$ cat src/hdl/wildcard_byte_pattern_scan_unit_assert.svh
// ----------------------------------------------------------------------------
// wildcard byte pattern scan unit assertion macros
// concurrent checks clocked on i_clk, disabled while i_rst_n is low
// ----------------------------------------------------------------------------
`ifndef WILDCARD_BYTE_PATTERN_SCAN_UNIT_ASSERT_SVH
`define WILDCARD_BYTE_PATTERN_SCAN_UNIT_ASSERT_SVH

`ifndef SYNTHESIS

// same-cycle implication
`define WBPS_ASSERT_SAME(label, ante, cons) \
    label: assert property (@(posedge i_clk) disable iff (!i_rst_n) \
        (ante) |-> (cons)) else $error("wbps assertion failed");

// next-cycle implication
`define WBPS_ASSERT_NEXT(label, ante, cons) \
    label: assert property (@(posedge i_clk) disable iff (!i_rst_n) \
        (ante) |=> (cons)) else $error("wbps assertion failed");

`else

`define WBPS_ASSERT_SAME(label, ante, cons)
`define WBPS_ASSERT_NEXT(label, ante, cons)

`endif

`endif

$ cat src/hdl/wbps_pkg.sv
`timescale 1ns / 1ps
// ----------------------------------------------------------------------------
// wbps_pkg
// shared constants, register codes and types of the pattern scan unit
// ----------------------------------------------------------------------------
package wbps_pkg;

    localparam int MAX_SIG_BYTES = 16;
    localparam int SIG_W         = 8 * MAX_SIG_BYTES;
    localparam int SIG_IDX_W     = $clog2(MAX_SIG_BYTES);
    localparam int LEN_W         = 5;
    localparam int CNT_W         = 32;
    localparam int ADDR_W        = 64;
    localparam int OFS_W         = 32;
    localparam int CFG_IDX_W     = 3;
    localparam int CFG_DATA_W    = 64;

    localparam logic [7:0] WILDCARD_BYTE = 8'hCC;

    typedef enum logic [CFG_IDX_W-1:0] {
        REG_BASE_ADDRESS     = 3'd0,
        REG_ADDED_OFFSET     = 3'd1,
        REG_SIGNATURE_LOW    = 3'd2,
        REG_SIGNATURE_HIGH   = 3'd3,
        REG_SIGNATURE_LENGTH = 3'd4
    } t_cfg_reg;

    // one decided result, from the matcher to the result stage
    typedef struct packed {
        logic             valid;
        logic             found;
        logic [CNT_W-1:0] start;
    } t_hit;

    // address terms used by the result stage
    typedef struct packed {
        logic [ADDR_W-1:0] base_address;
        logic [OFS_W-1:0]  added_offset;
    } t_addr_cfg;

endpackage

$ cat src/hdl/wbps_ifs.sv
`timescale 1ns / 1ps
// ----------------------------------------------------------------------------
// wbps channel interfaces
// valid/ready channels for input bytes, results and register writes
// ----------------------------------------------------------------------------
interface wbps_in_if;
    logic       valid;
    logic       ready;
    logic [7:0] data_byte;
    logic       last_byte;

    modport source (output valid, output data_byte, output last_byte, input ready);
    modport sink   (input valid, input data_byte, input last_byte, output ready);
endinterface

interface wbps_out_if;
    logic        valid;
    logic        ready;
    logic        found;
    logic [63:0] match_address;

    modport source (output valid, output found, output match_address, input ready);
    modport sink   (input valid, input found, input match_address, output ready);
endinterface

interface wbps_cfg_if;
    logic        valid;
    logic        ready;
    logic [2:0]  index;
    logic [63:0] data;

    modport source (output valid, output index, output data, input ready);
    modport sink   (input valid, input index, input data, output ready);
endinterface

$ cat src/hdl/wildcard_byte_pattern_scan_unit.sv
`timescale 1ns / 1ps
// ----------------------------------------------------------------------------
// wildcard_byte_pattern_scan_unit
// searches a byte stream for a signature of up to 16 bytes with 0xCC wildcards
// ----------------------------------------------------------------------------
// The region is streamed one byte per beat on i_in, in address order, with
// last_byte set on its final byte. After each byte, once at least
// signature_length bytes of the region have arrived, the newest bytes are
// compared in parallel against the signature; a signature byte of 0xCC matches
// anything. The first match gives one beat on o_out with found = 1 and
// match_address = base_address + match start + added_offset (mod 2^64); the
// rest of the region then gives nothing. A region that ends unmatched gives
// found = 0 with address 0. A byte is taken every cycle unless stalled: the
// compare is one combinational pass from the window registers to a holding
// register, and the address add happens on the way into the output register.
// The input stalls only when both the holding stage and the output register
// are full and o_out is stalled. Registers are written over i_cfg (index 0
// base, 1 offset, 2 signature bytes 0..7, 3 bytes 8..15, 4 length) only while
// the unit is idle, as the user must ensure; the unit does not enforce it.
// i_cfg never stalls. A length of 0 acts as 1 and one above 16 acts as 16.
// ----------------------------------------------------------------------------
module wildcard_byte_pattern_scan_unit (
    input  logic        i_clk,
    input  logic        i_rst_n,
    wbps_in_if.sink     i_in,
    wbps_out_if.source  o_out,
    wbps_cfg_if.sink    i_cfg
);
    import wbps_pkg::*;

    // configuration registers
    logic [ADDR_W-1:0]     r_base_address;
    logic [OFS_W-1:0]      r_added_offset;
    logic [SIG_W/2-1:0]    r_signature_low;
    logic [SIG_W/2-1:0]    r_signature_high;
    logic [LEN_W-1:0]      r_signature_length;

    logic                  in_ready;
    logic                  in_accept;
    t_hit                  hit;
    t_addr_cfg             addr_cfg;

    // register writes are always taken
    assign i_cfg.ready = 1'b1;

    always_ff @(posedge i_clk) begin
        if (!i_rst_n) begin
            r_base_address     <= '0;
            r_added_offset     <= '0;
            r_signature_low    <= '0;
            r_signature_high   <= '0;
            r_signature_length <= LEN_W'(1);
        end else if (i_cfg.valid) begin
            unique case (i_cfg.index)
                REG_BASE_ADDRESS:     r_base_address     <= i_cfg.data;
                REG_ADDED_OFFSET:     r_added_offset     <= i_cfg.data[OFS_W-1:0];
                REG_SIGNATURE_LOW:    r_signature_low    <= i_cfg.data;
                REG_SIGNATURE_HIGH:   r_signature_high   <= i_cfg.data;
                REG_SIGNATURE_LENGTH: r_signature_length <= i_cfg.data[LEN_W-1:0];
                default: begin
                    // unknown index, write dropped
                end
            endcase
        end
    end

    // a byte beat is taken when the result side has room for whatever it decides
    assign i_in.ready = in_ready;
    assign in_accept  = i_in.valid && in_ready;

    // window compare and region bookkeeping
    wbps_match u_match (
        .i_clk              (i_clk),
        .i_rst_n            (i_rst_n),
        .i_accept           (in_accept),
        .i_data_byte        (i_in.data_byte),
        .i_last_byte        (i_in.last_byte),
        .i_signature        ({r_signature_high, r_signature_low}),
        .i_signature_length (r_signature_length),
        .o_hit              (hit)
    );

    assign addr_cfg.base_address = r_base_address;
    assign addr_cfg.added_offset = r_added_offset;

    // holding stage, address add and output register
    wbps_result u_result (
        .i_clk      (i_clk),
        .i_rst_n    (i_rst_n),
        .i_hit      (hit),
        .i_addr_cfg (addr_cfg),
        .o_in_ready (in_ready),
        .o_out      (o_out)
    );

endmodule

$ cat src/hdl/wbps_match.sv
`timescale 1ns / 1ps
// ----------------------------------------------------------------------------
// wbps_match
// byte window, region byte count and parallel wildcard compare
// ----------------------------------------------------------------------------
module wbps_match (
    input  logic                           i_clk,
    input  logic                           i_rst_n,
    input  logic                           i_accept,
    input  logic [7:0]                     i_data_byte,
    input  logic                           i_last_byte,
    input  logic [wbps_pkg::SIG_W-1:0]     i_signature,
    input  logic [wbps_pkg::LEN_W-1:0]     i_signature_length,
    output wbps_pkg::t_hit                 o_hit
);
    import wbps_pkg::*;

    // previous bytes, index 0 is the one before the newest
    logic [7:0]       r_window [MAX_SIG_BYTES-1];
    logic [CNT_W-1:0] r_seen;
    logic             r_reported;

    logic [LEN_W-1:0] len;
    logic [CNT_W-1:0] n_seen;
    logic [7:0]       age_byte [MAX_SIG_BYTES];
    logic [MAX_SIG_BYTES-1:0] pos_ok;
    logic             window_hit;
    logic             match;

    always_comb begin
        if (i_signature_length == '0) begin
            len = LEN_W'(1);
        end else if (i_signature_length > LEN_W'(MAX_SIG_BYTES)) begin
            len = LEN_W'(MAX_SIG_BYTES);
        end else begin
            len = i_signature_length;
        end
    end

    assign n_seen = (r_seen == '1) ? r_seen : r_seen + CNT_W'(1);

    // byte of age k is compared with signature byte len-1-k
    always_comb begin
        logic [LEN_W-1:0] sidx;
        logic [7:0]       sbyte;
        for (int k = 0; k < MAX_SIG_BYTES; k++) begin
            age_byte[k] = (k == 0) ? i_data_byte : r_window[(k == 0) ? 0 : k - 1];
            sidx        = len - LEN_W'(1) - LEN_W'(k);
            sbyte       = i_signature[8 * sidx[SIG_IDX_W-1:0] +: 8];
            pos_ok[k]   = (LEN_W'(k) >= len) || (sbyte == WILDCARD_BYTE)
                          || (sbyte == age_byte[k]);
        end
    end

    assign window_hit = &pos_ok;
    assign match      = window_hit && (n_seen >= CNT_W'(len));

    always_comb begin
        o_hit.valid = i_accept && !r_reported && (match || i_last_byte);
        o_hit.found = match;
        o_hit.start = n_seen - CNT_W'(len);
    end

    always_ff @(posedge i_clk) begin
        if (!i_rst_n) begin
            r_seen     <= '0;
            r_reported <= 1'b0;
            for (int k = 0; k < MAX_SIG_BYTES - 1; k++) begin
                r_window[k] <= '0;
            end
        end else if (i_accept) begin
            if (i_last_byte) begin
                r_seen     <= '0;
                r_reported <= 1'b0;
                for (int k = 0; k < MAX_SIG_BYTES - 1; k++) begin
                    r_window[k] <= '0;
                end
            end else if (!r_reported) begin
                r_seen     <= n_seen;
                r_reported <= match;
                for (int k = 0; k < MAX_SIG_BYTES - 1; k++) begin
                    r_window[k] <= age_byte[k];
                end
            end
        end
    end

endmodule

$ cat src/hdl/wbps_result.sv
`timescale 1ns / 1ps
`include "wildcard_byte_pattern_scan_unit_assert.svh"
// ----------------------------------------------------------------------------
// wbps_result
// holding stage for a decided result and the output register with the address add
// ----------------------------------------------------------------------------
module wbps_result (
    input  logic                   i_clk,
    input  logic                   i_rst_n,
    input  wbps_pkg::t_hit         i_hit,
    input  wbps_pkg::t_addr_cfg    i_addr_cfg,
    output logic                   o_in_ready,
    wbps_out_if.source             o_out
);
    import wbps_pkg::*;

    logic              r_a_valid;
    logic              r_a_found;
    logic [CNT_W-1:0]  r_a_start;
    logic              r_o_valid;
    logic              r_o_found;
    logic [ADDR_W-1:0] r_o_addr;
    logic              a_move;

    assign a_move     = r_a_valid && (!r_o_valid || o_out.ready);
    assign o_in_ready = !r_a_valid || a_move;

    always_ff @(posedge i_clk) begin
        if (!i_rst_n) begin
            r_a_valid <= 1'b0;
        end else if (i_hit.valid) begin
            r_a_valid <= 1'b1;
        end else if (a_move) begin
            r_a_valid <= 1'b0;
        end
    end

    always_ff @(posedge i_clk) begin
        if (i_hit.valid) begin
            r_a_found <= i_hit.found;
            r_a_start <= i_hit.start;
        end
    end

    always_ff @(posedge i_clk) begin
        if (!i_rst_n) begin
            r_o_valid <= 1'b0;
        end else if (a_move) begin
            r_o_valid <= 1'b1;
        end else if (o_out.ready) begin
            r_o_valid <= 1'b0;
        end
    end

    always_ff @(posedge i_clk) begin
        if (a_move) begin
            r_o_found <= r_a_found;
            r_o_addr  <= r_a_found
                ? i_addr_cfg.base_address + ADDR_W'(r_a_start)
                  + ADDR_W'(i_addr_cfg.added_offset)
                : '0;
        end
    end

    assign o_out.valid         = r_o_valid;
    assign o_out.found         = r_o_found;
    assign o_out.match_address = r_o_addr;

    `WBPS_ASSERT_SAME(a_not_found_zero, r_o_valid && !r_o_found, r_o_addr == '0)
    `WBPS_ASSERT_NEXT(a_stage_holds, r_a_valid && !a_move, r_a_valid)
    `WBPS_ASSERT_SAME(a_hit_only_when_room, i_hit.valid, o_in_ready)

endmodule
$ cat src/flat_wrapper.sv
// flat-port wrapper written by rule: the top's interface ports become plain ports
module wildcard_byte_pattern_scan_unit_flat import wbps_pkg::*;
  (i_clk, i_rst_n, i_in_valid, i_in_data_byte, i_in_last_byte, i_in_ready, o_out_valid, o_out_found, o_out_match_address, o_out_ready, i_cfg_valid, i_cfg_index, i_cfg_data, i_cfg_ready);
  wbps_in_if i_in_i ();
  wbps_out_if o_out_i ();
  wbps_cfg_if i_cfg_i ();
  input  logic i_clk;
  input  logic i_rst_n;
  input wire logic [$bits(i_in_i.valid)-1:0] i_in_valid;
  input wire logic [$bits(i_in_i.data_byte)-1:0] i_in_data_byte;
  input wire logic [$bits(i_in_i.last_byte)-1:0] i_in_last_byte;
  output wire logic [$bits(i_in_i.ready)-1:0] i_in_ready;
  output wire logic [$bits(o_out_i.valid)-1:0] o_out_valid;
  output wire logic [$bits(o_out_i.found)-1:0] o_out_found;
  output wire logic [$bits(o_out_i.match_address)-1:0] o_out_match_address;
  input wire logic [$bits(o_out_i.ready)-1:0] o_out_ready;
  input wire logic [$bits(i_cfg_i.valid)-1:0] i_cfg_valid;
  input wire logic [$bits(i_cfg_i.index)-1:0] i_cfg_index;
  input wire logic [$bits(i_cfg_i.data)-1:0] i_cfg_data;
  output wire logic [$bits(i_cfg_i.ready)-1:0] i_cfg_ready;
  assign i_in_i.valid = i_in_valid;
  assign i_in_i.data_byte = i_in_data_byte;
  assign i_in_i.last_byte = i_in_last_byte;
  assign i_in_ready = i_in_i.ready;
  assign o_out_valid = o_out_i.valid;
  assign o_out_found = o_out_i.found;
  assign o_out_match_address = o_out_i.match_address;
  assign o_out_i.ready = o_out_ready;
  assign i_cfg_i.valid = i_cfg_valid;
  assign i_cfg_i.index = i_cfg_index;
  assign i_cfg_i.data = i_cfg_data;
  assign i_cfg_ready = i_cfg_i.ready;
  wildcard_byte_pattern_scan_unit u_core (.i_clk(i_clk), .i_rst_n(i_rst_n), .i_in(i_in_i), .o_out(o_out_i), .i_cfg(i_cfg_i));
endmodule
$ cat config.mk
export PLATFORM = sky130hd
export DESIGN_NAME = wildcard_byte_pattern_scan_unit_flat
export DESIGN_NICKNAME = d
export VERILOG_FILES = /design/src/hdl/wbps_pkg.sv /design/src/hdl/wbps_ifs.sv /design/src/hdl/wildcard_byte_pattern_scan_unit.sv /design/src/hdl/wbps_match.sv /design/src/hdl/wbps_result.sv /design/src/flat_wrapper.sv
export VERILOG_INCLUDE_DIRS = /design/src /design/src/hdl
export SDC_FILE = /design/constraint.sdc
export NUM_CORES = 1
export LEC_CHECK = 0
export BUFFER_PORTS_ARGS = -buffer_cell sky130_fd_sc_hd__clkbuf_2
export CAP_MARGIN = 25
export CORE_MARGIN = 8
export CORE_UTILIZATION = 55
export CTS_BUF_LIST = sky130_fd_sc_hd__clkbuf_16
export DETAILED_ROUTE_END_ITERATION = 10
export GPL_TIMING_DRIVEN = 1
export PLACE_DENSITY = 0.72
export REMOVE_ABC_BUFFERS = 1
export SLEW_MARGIN = 20
export SYNTH_ARGS = -nofsm -noshare
export SYNTH_HDL_FRONTEND = slang
export SYNTH_HIERARCHICAL = 1
export SYNTH_SLANG_ARGS = --single-unit
$ cat constraint.sdc
create_clock -name i_clk -period 8.84 [get_ports i_clk]
set_clock_uncertainty 0.1 [all_clocks]
set_input_delay 0.442 -clock i_clk [delete_from_list [all_inputs] [get_ports i_clk]]
set_output_delay 0.442 -clock i_clk [all_outputs]
set_load 0.02 [all_outputs]
==> impl_metrics.py <==
metrics = {
    "synth": {
        "yosys.area.top_type": "edfxtp_1",
        "synthArstFlopShare_pct": 0,
        "yosys.area.top_type_share_pct": 19.11,
        "seq_area_frac_synth_pct": 35.62,
        "synth_simple_gate_area_share_pct": 17.72,
        "synth.cell_area_mm2": 0.03299,
        "ys_warn_count": 6,
        "synth_top_family_by_area": "multiplexers",
        "synth_most_common_cell": "nand2_1",
        "synth_commonest_cells": "nand2_1 (510), mux2i_1 (337), dfxtp_1 (272), edfxtp_1 (210), clkbuf_1 (166)",
        "synth_xor_area_share_pct": 5.681,
        "synth_top_flop_cell": "dfxtp_1",
        "synth_seq_cells": 482,
        "synth_edf_count": 210,
        "synthCells": 3457,
        "ys_types": 102,
        "synthAdderAreaFrac_pct": 4.035,
        "synth_compound_area_share_pct": 14.09,
        "ys_top_cells_by_area": "edfxtp_1 (19%), dfxtp_1 (17%), mux2i_1 (10%)",
        "synthMuxAreaShare_pct": 18.60,
        "avgSynthCellArea_um2": 9.543,
    },
    "worst_setup_path": {
        "cp_common_cell": "buf_4",
        "crit_chain": "or2b_2, nand2_8, inv_6, ha_1, xnor2_1, buf_4, inv_1, ha_1, buf_4, a21boi_0, nor4_4, nor2_1, buf_4, mux2i_1, xor2_1, o32ai_1, nand4_1, a2111o_1, nor4_4, o21a_1, buf_4",
        "cp_max_fo": 45,
        "cp.arrival_ns": 7.71,
        "max_stage_delay_ns": 0.77,
        "critical_path_class": "register to register",
        "crit_path_end_kind": "register",
        "r2r_cells": 21,
        "start_kind": "register",
        "cp.depth": 21,
        "crit_buf_inv": 6,
        "slowest_stage": "dfxtp_4",
        "required_ns": 9.00,
        "cp_top_family": "simple AND/OR/NAND/NOR gates",
    },
    "floorplan": {
        "ioPinCount": 149,
        "die_area_mm2": 0.06808,
        "core_mm2": 0.05913,
        "initial_core_util_pct": 55.79,
        "rows": 89,
        "die_w_um": 260.9,
        "die_h_um": 260.9,
    },
    "sta": {
        "drv_slew": 0,
        "worstMarginPinSlew_ns": 1.175,
        "hold-worst-slack_ns": 0.02496,
        "fmax_mhz": 132.5,
        "period_share_pct": 85.35,
        "setup_viol": 0,
        "rsz0062_at_grt": "false",
        "hold_viol": 0,
        "tns_ns": 0,
        "min_period_ns": 7.545,
        "max-slew-margin-rel_pct": 21.67,
    },
    "placed_design": {
        "routabilityCongestion": 1.047,
        "port_buffers": 147,
        "hpwl_um": 95850,
    },
    "routing": {
        "drt_iter0_drc": 4133,
        "drt_pass1_iterations": 7,
        "wirelength_um": 127600,
        "avgViaCountPerCell": 6.892,
        "drc": 0,
        "ant_nets": 0,
        "num_vias": 29640,
        "wl_per_cell_um": 29.68,
    },
    "power": {
        "cellLeakagePower_nw": 14.61,
        "power_density_mw_per_mm2": 154.4,
        "peakVddDrop_v": 0.0001721,
    },
    "hold_path": {
        "hold_path.class": "input pin to register",
        "whs_path_depth": 3,
    },
    "clock_tree": {
        "root_buffer": "clkbuf_16",
        "cts_tree": "built",
        "insertion_delay_ns": 0.62,
        "ctsHtreeMaxLevel": 2,
        "cts_buffer_depth": 3,
        "cts-buffers-inserted": 53,
        "cts_sinks": 482,
        "clkSlewWorstSetupHoldPaths_ns": 0.06,
    },
    "grt": {
        "grt_max_degree": 180,
        "gr-total-overflow": 0,
        "grt_pass1_vias": 28280,
        "grt_util_all_layers_pct": 36.40,
        "grt_pass1_wl_um": 185900,
        "antenna_found_initial": 7,
    },
    "cells_and_area": {
        "nets": 3650,
        "nFillCells": 4948,
        "drive_gt1_share_pct": 13.98,
        "syn_to_final_growth_pct": 9.413,
    },
    "outcome": {
        "status": "finished, final reports clean",
    },
    "job": {
        "max-cap-violations": 0,
    },
}
[power breakdown]
part / switching [mW] / internal (mW)
clock network: 0.949 / 1.31
logic: 0.509 / 0.292
registers: 0.103 / 2.41
[final cells by class]
| type | count | area (µm²) | share of cell area, % |
|---|---|---|---|
| clock inverter | 41 | 347.8 | 0.9636 |
| antenna | 1 | 2.502 | 0.006932 |
| clock buffer | 57 | 1426 | 3.951 |
| multi-input combinational | 2659 | 19960 | 55.28 |
| timing repair buffer | 223 | 1395 | 3.865 |
| tap | 773 | 967.2 | 2.679 |
| inverter | 64 | 245.2 | 0.6794 |
| sequential | 482 | 11760 | 32.57 |
[worst min-delay path: cells and delay by family]
family / cells / cell delay, ns
and+or+nand+nor: 1 / 0.10
buffers and inverters: 1 / 0.08
muxes: 1 / 0.07
[timing repair]
action / CTS / global route
hold buffers: 2 / 0
resized for setup: 0 / 0
endpoints found under the hold margin: 2 / 0
buffers inserted: 0 / 0
[final timing paths]
check / start / endpoint / slack, ns
worst max-delay path: u_core/r_signature_length[0]$_SDFFE_PN1P_ / u_core/u_result/r_a_start[14]$_DFFE_PP_ / 1.30
worst min-delay path: i_cfg_data[52] / u_core/r_signature_high[52]$_SDFFE_PN0P_ / 0.02
worst max register to register: u_core/r_signature_length[0]$_SDFFE_PN1P_ / u_core/u_result/r_a_start[14]$_DFFE_PP_ / 1.30
worst min register to register: u_core/r_base_address[0]$_SDFFE_PN0P_ / u_core/r_base_address[0]$_SDFFE_PN0P_ / 0.37
[routing by layer]
| layer | routed length (µm) | up-vias | GRT usage (%) |
|---|---|---|---|
| met4 | 9521 | 4 | 22.57 |
| met2 | 56170 | 1882 | 56.09 |
| met3 | 14000 | 434 | 8.741 |
| met5 | 28 | - | 0 |
| li1 | - | 12920 | - |
| met1 | 47920 | 14400 | 46.02 |
[logic make-up (layout without fill, tap and decap cells)]
logic type               Yosys count  count (layout)
AND/OR/NAND/NOR                 1199            1199
AO/OA/AOI/OAI                    680             680
flip-flops                       482             482
multiplexers                     479             479
buffers and inverters            316             385
XOR/XNOR                         214             214
adder cells (fa/ha/maj)           86              86
other                              1               2
[sequential cells by signal (all words and copies together), names as in the netlist, 5 cells and up]
| name | count |
|---|---|
| u_core/u_result/o_out.match_address | 64 |
| u_core/r_base_address | 64 |
| u_core/u_result/r_a_start | 32 |
| u_core/r_signature_length | 5 |
| u_core/r_signature_low | 64 |
| u_core/u_match/r_seen | 32 |
| u_core/r_added_offset | 32 |
| u_core/u_match/r_window | 120 |
| u_core/r_signature_high | 64 |
[placed cells by master, fill, tap and decap left out, types with 19 or more instances in the layout]
master	n
mux2_2	40
fa_1	34
a21o_1	24
nand4_1	55
a21oi_1	141
edfxtp_1	210
nand2b_1	32
xor2_1	61
a22oi_1	66
a211oi_1	22
nor3_1	81
a31oi_1	33
o21a_1	19
nor2_1	158
nand2_1	510
and3_1	133
dfxtp_1	269
o31ai_1	24
o22ai_1	32
nor4_1	26
clkbuf_2	146
buf_4	68
inv_1	68
nor2b_1	30
mux4_2	98
xnor2_1	151
mux2i_1	337
o21ai_0	131
ha_1	52
clkbuf_16	57
nand3_1	66
[stage by stage]
stage | cell area [µm²] | util [%] | setup WS [ns] | total power, mW | instances
after detailed placement | 34270 | 57.96 | 1.460 | 3.327 | 4198
after global routing | 36090 | 61.04 | 0.9762 | 5.735 | 4299
after floorplan | 31840 | - | -2.129 | 3.003 | 3205
after CTS | 36070 | 61.00 | 1.436 | 5.571 | 4298
final | 36100 | 61.05 | 1.295 | 5.572 | 4300
after global placement | 34180 | 57.80 | 1.624 | 3.311 | 4193
Power figures use the tool's default switching activity.
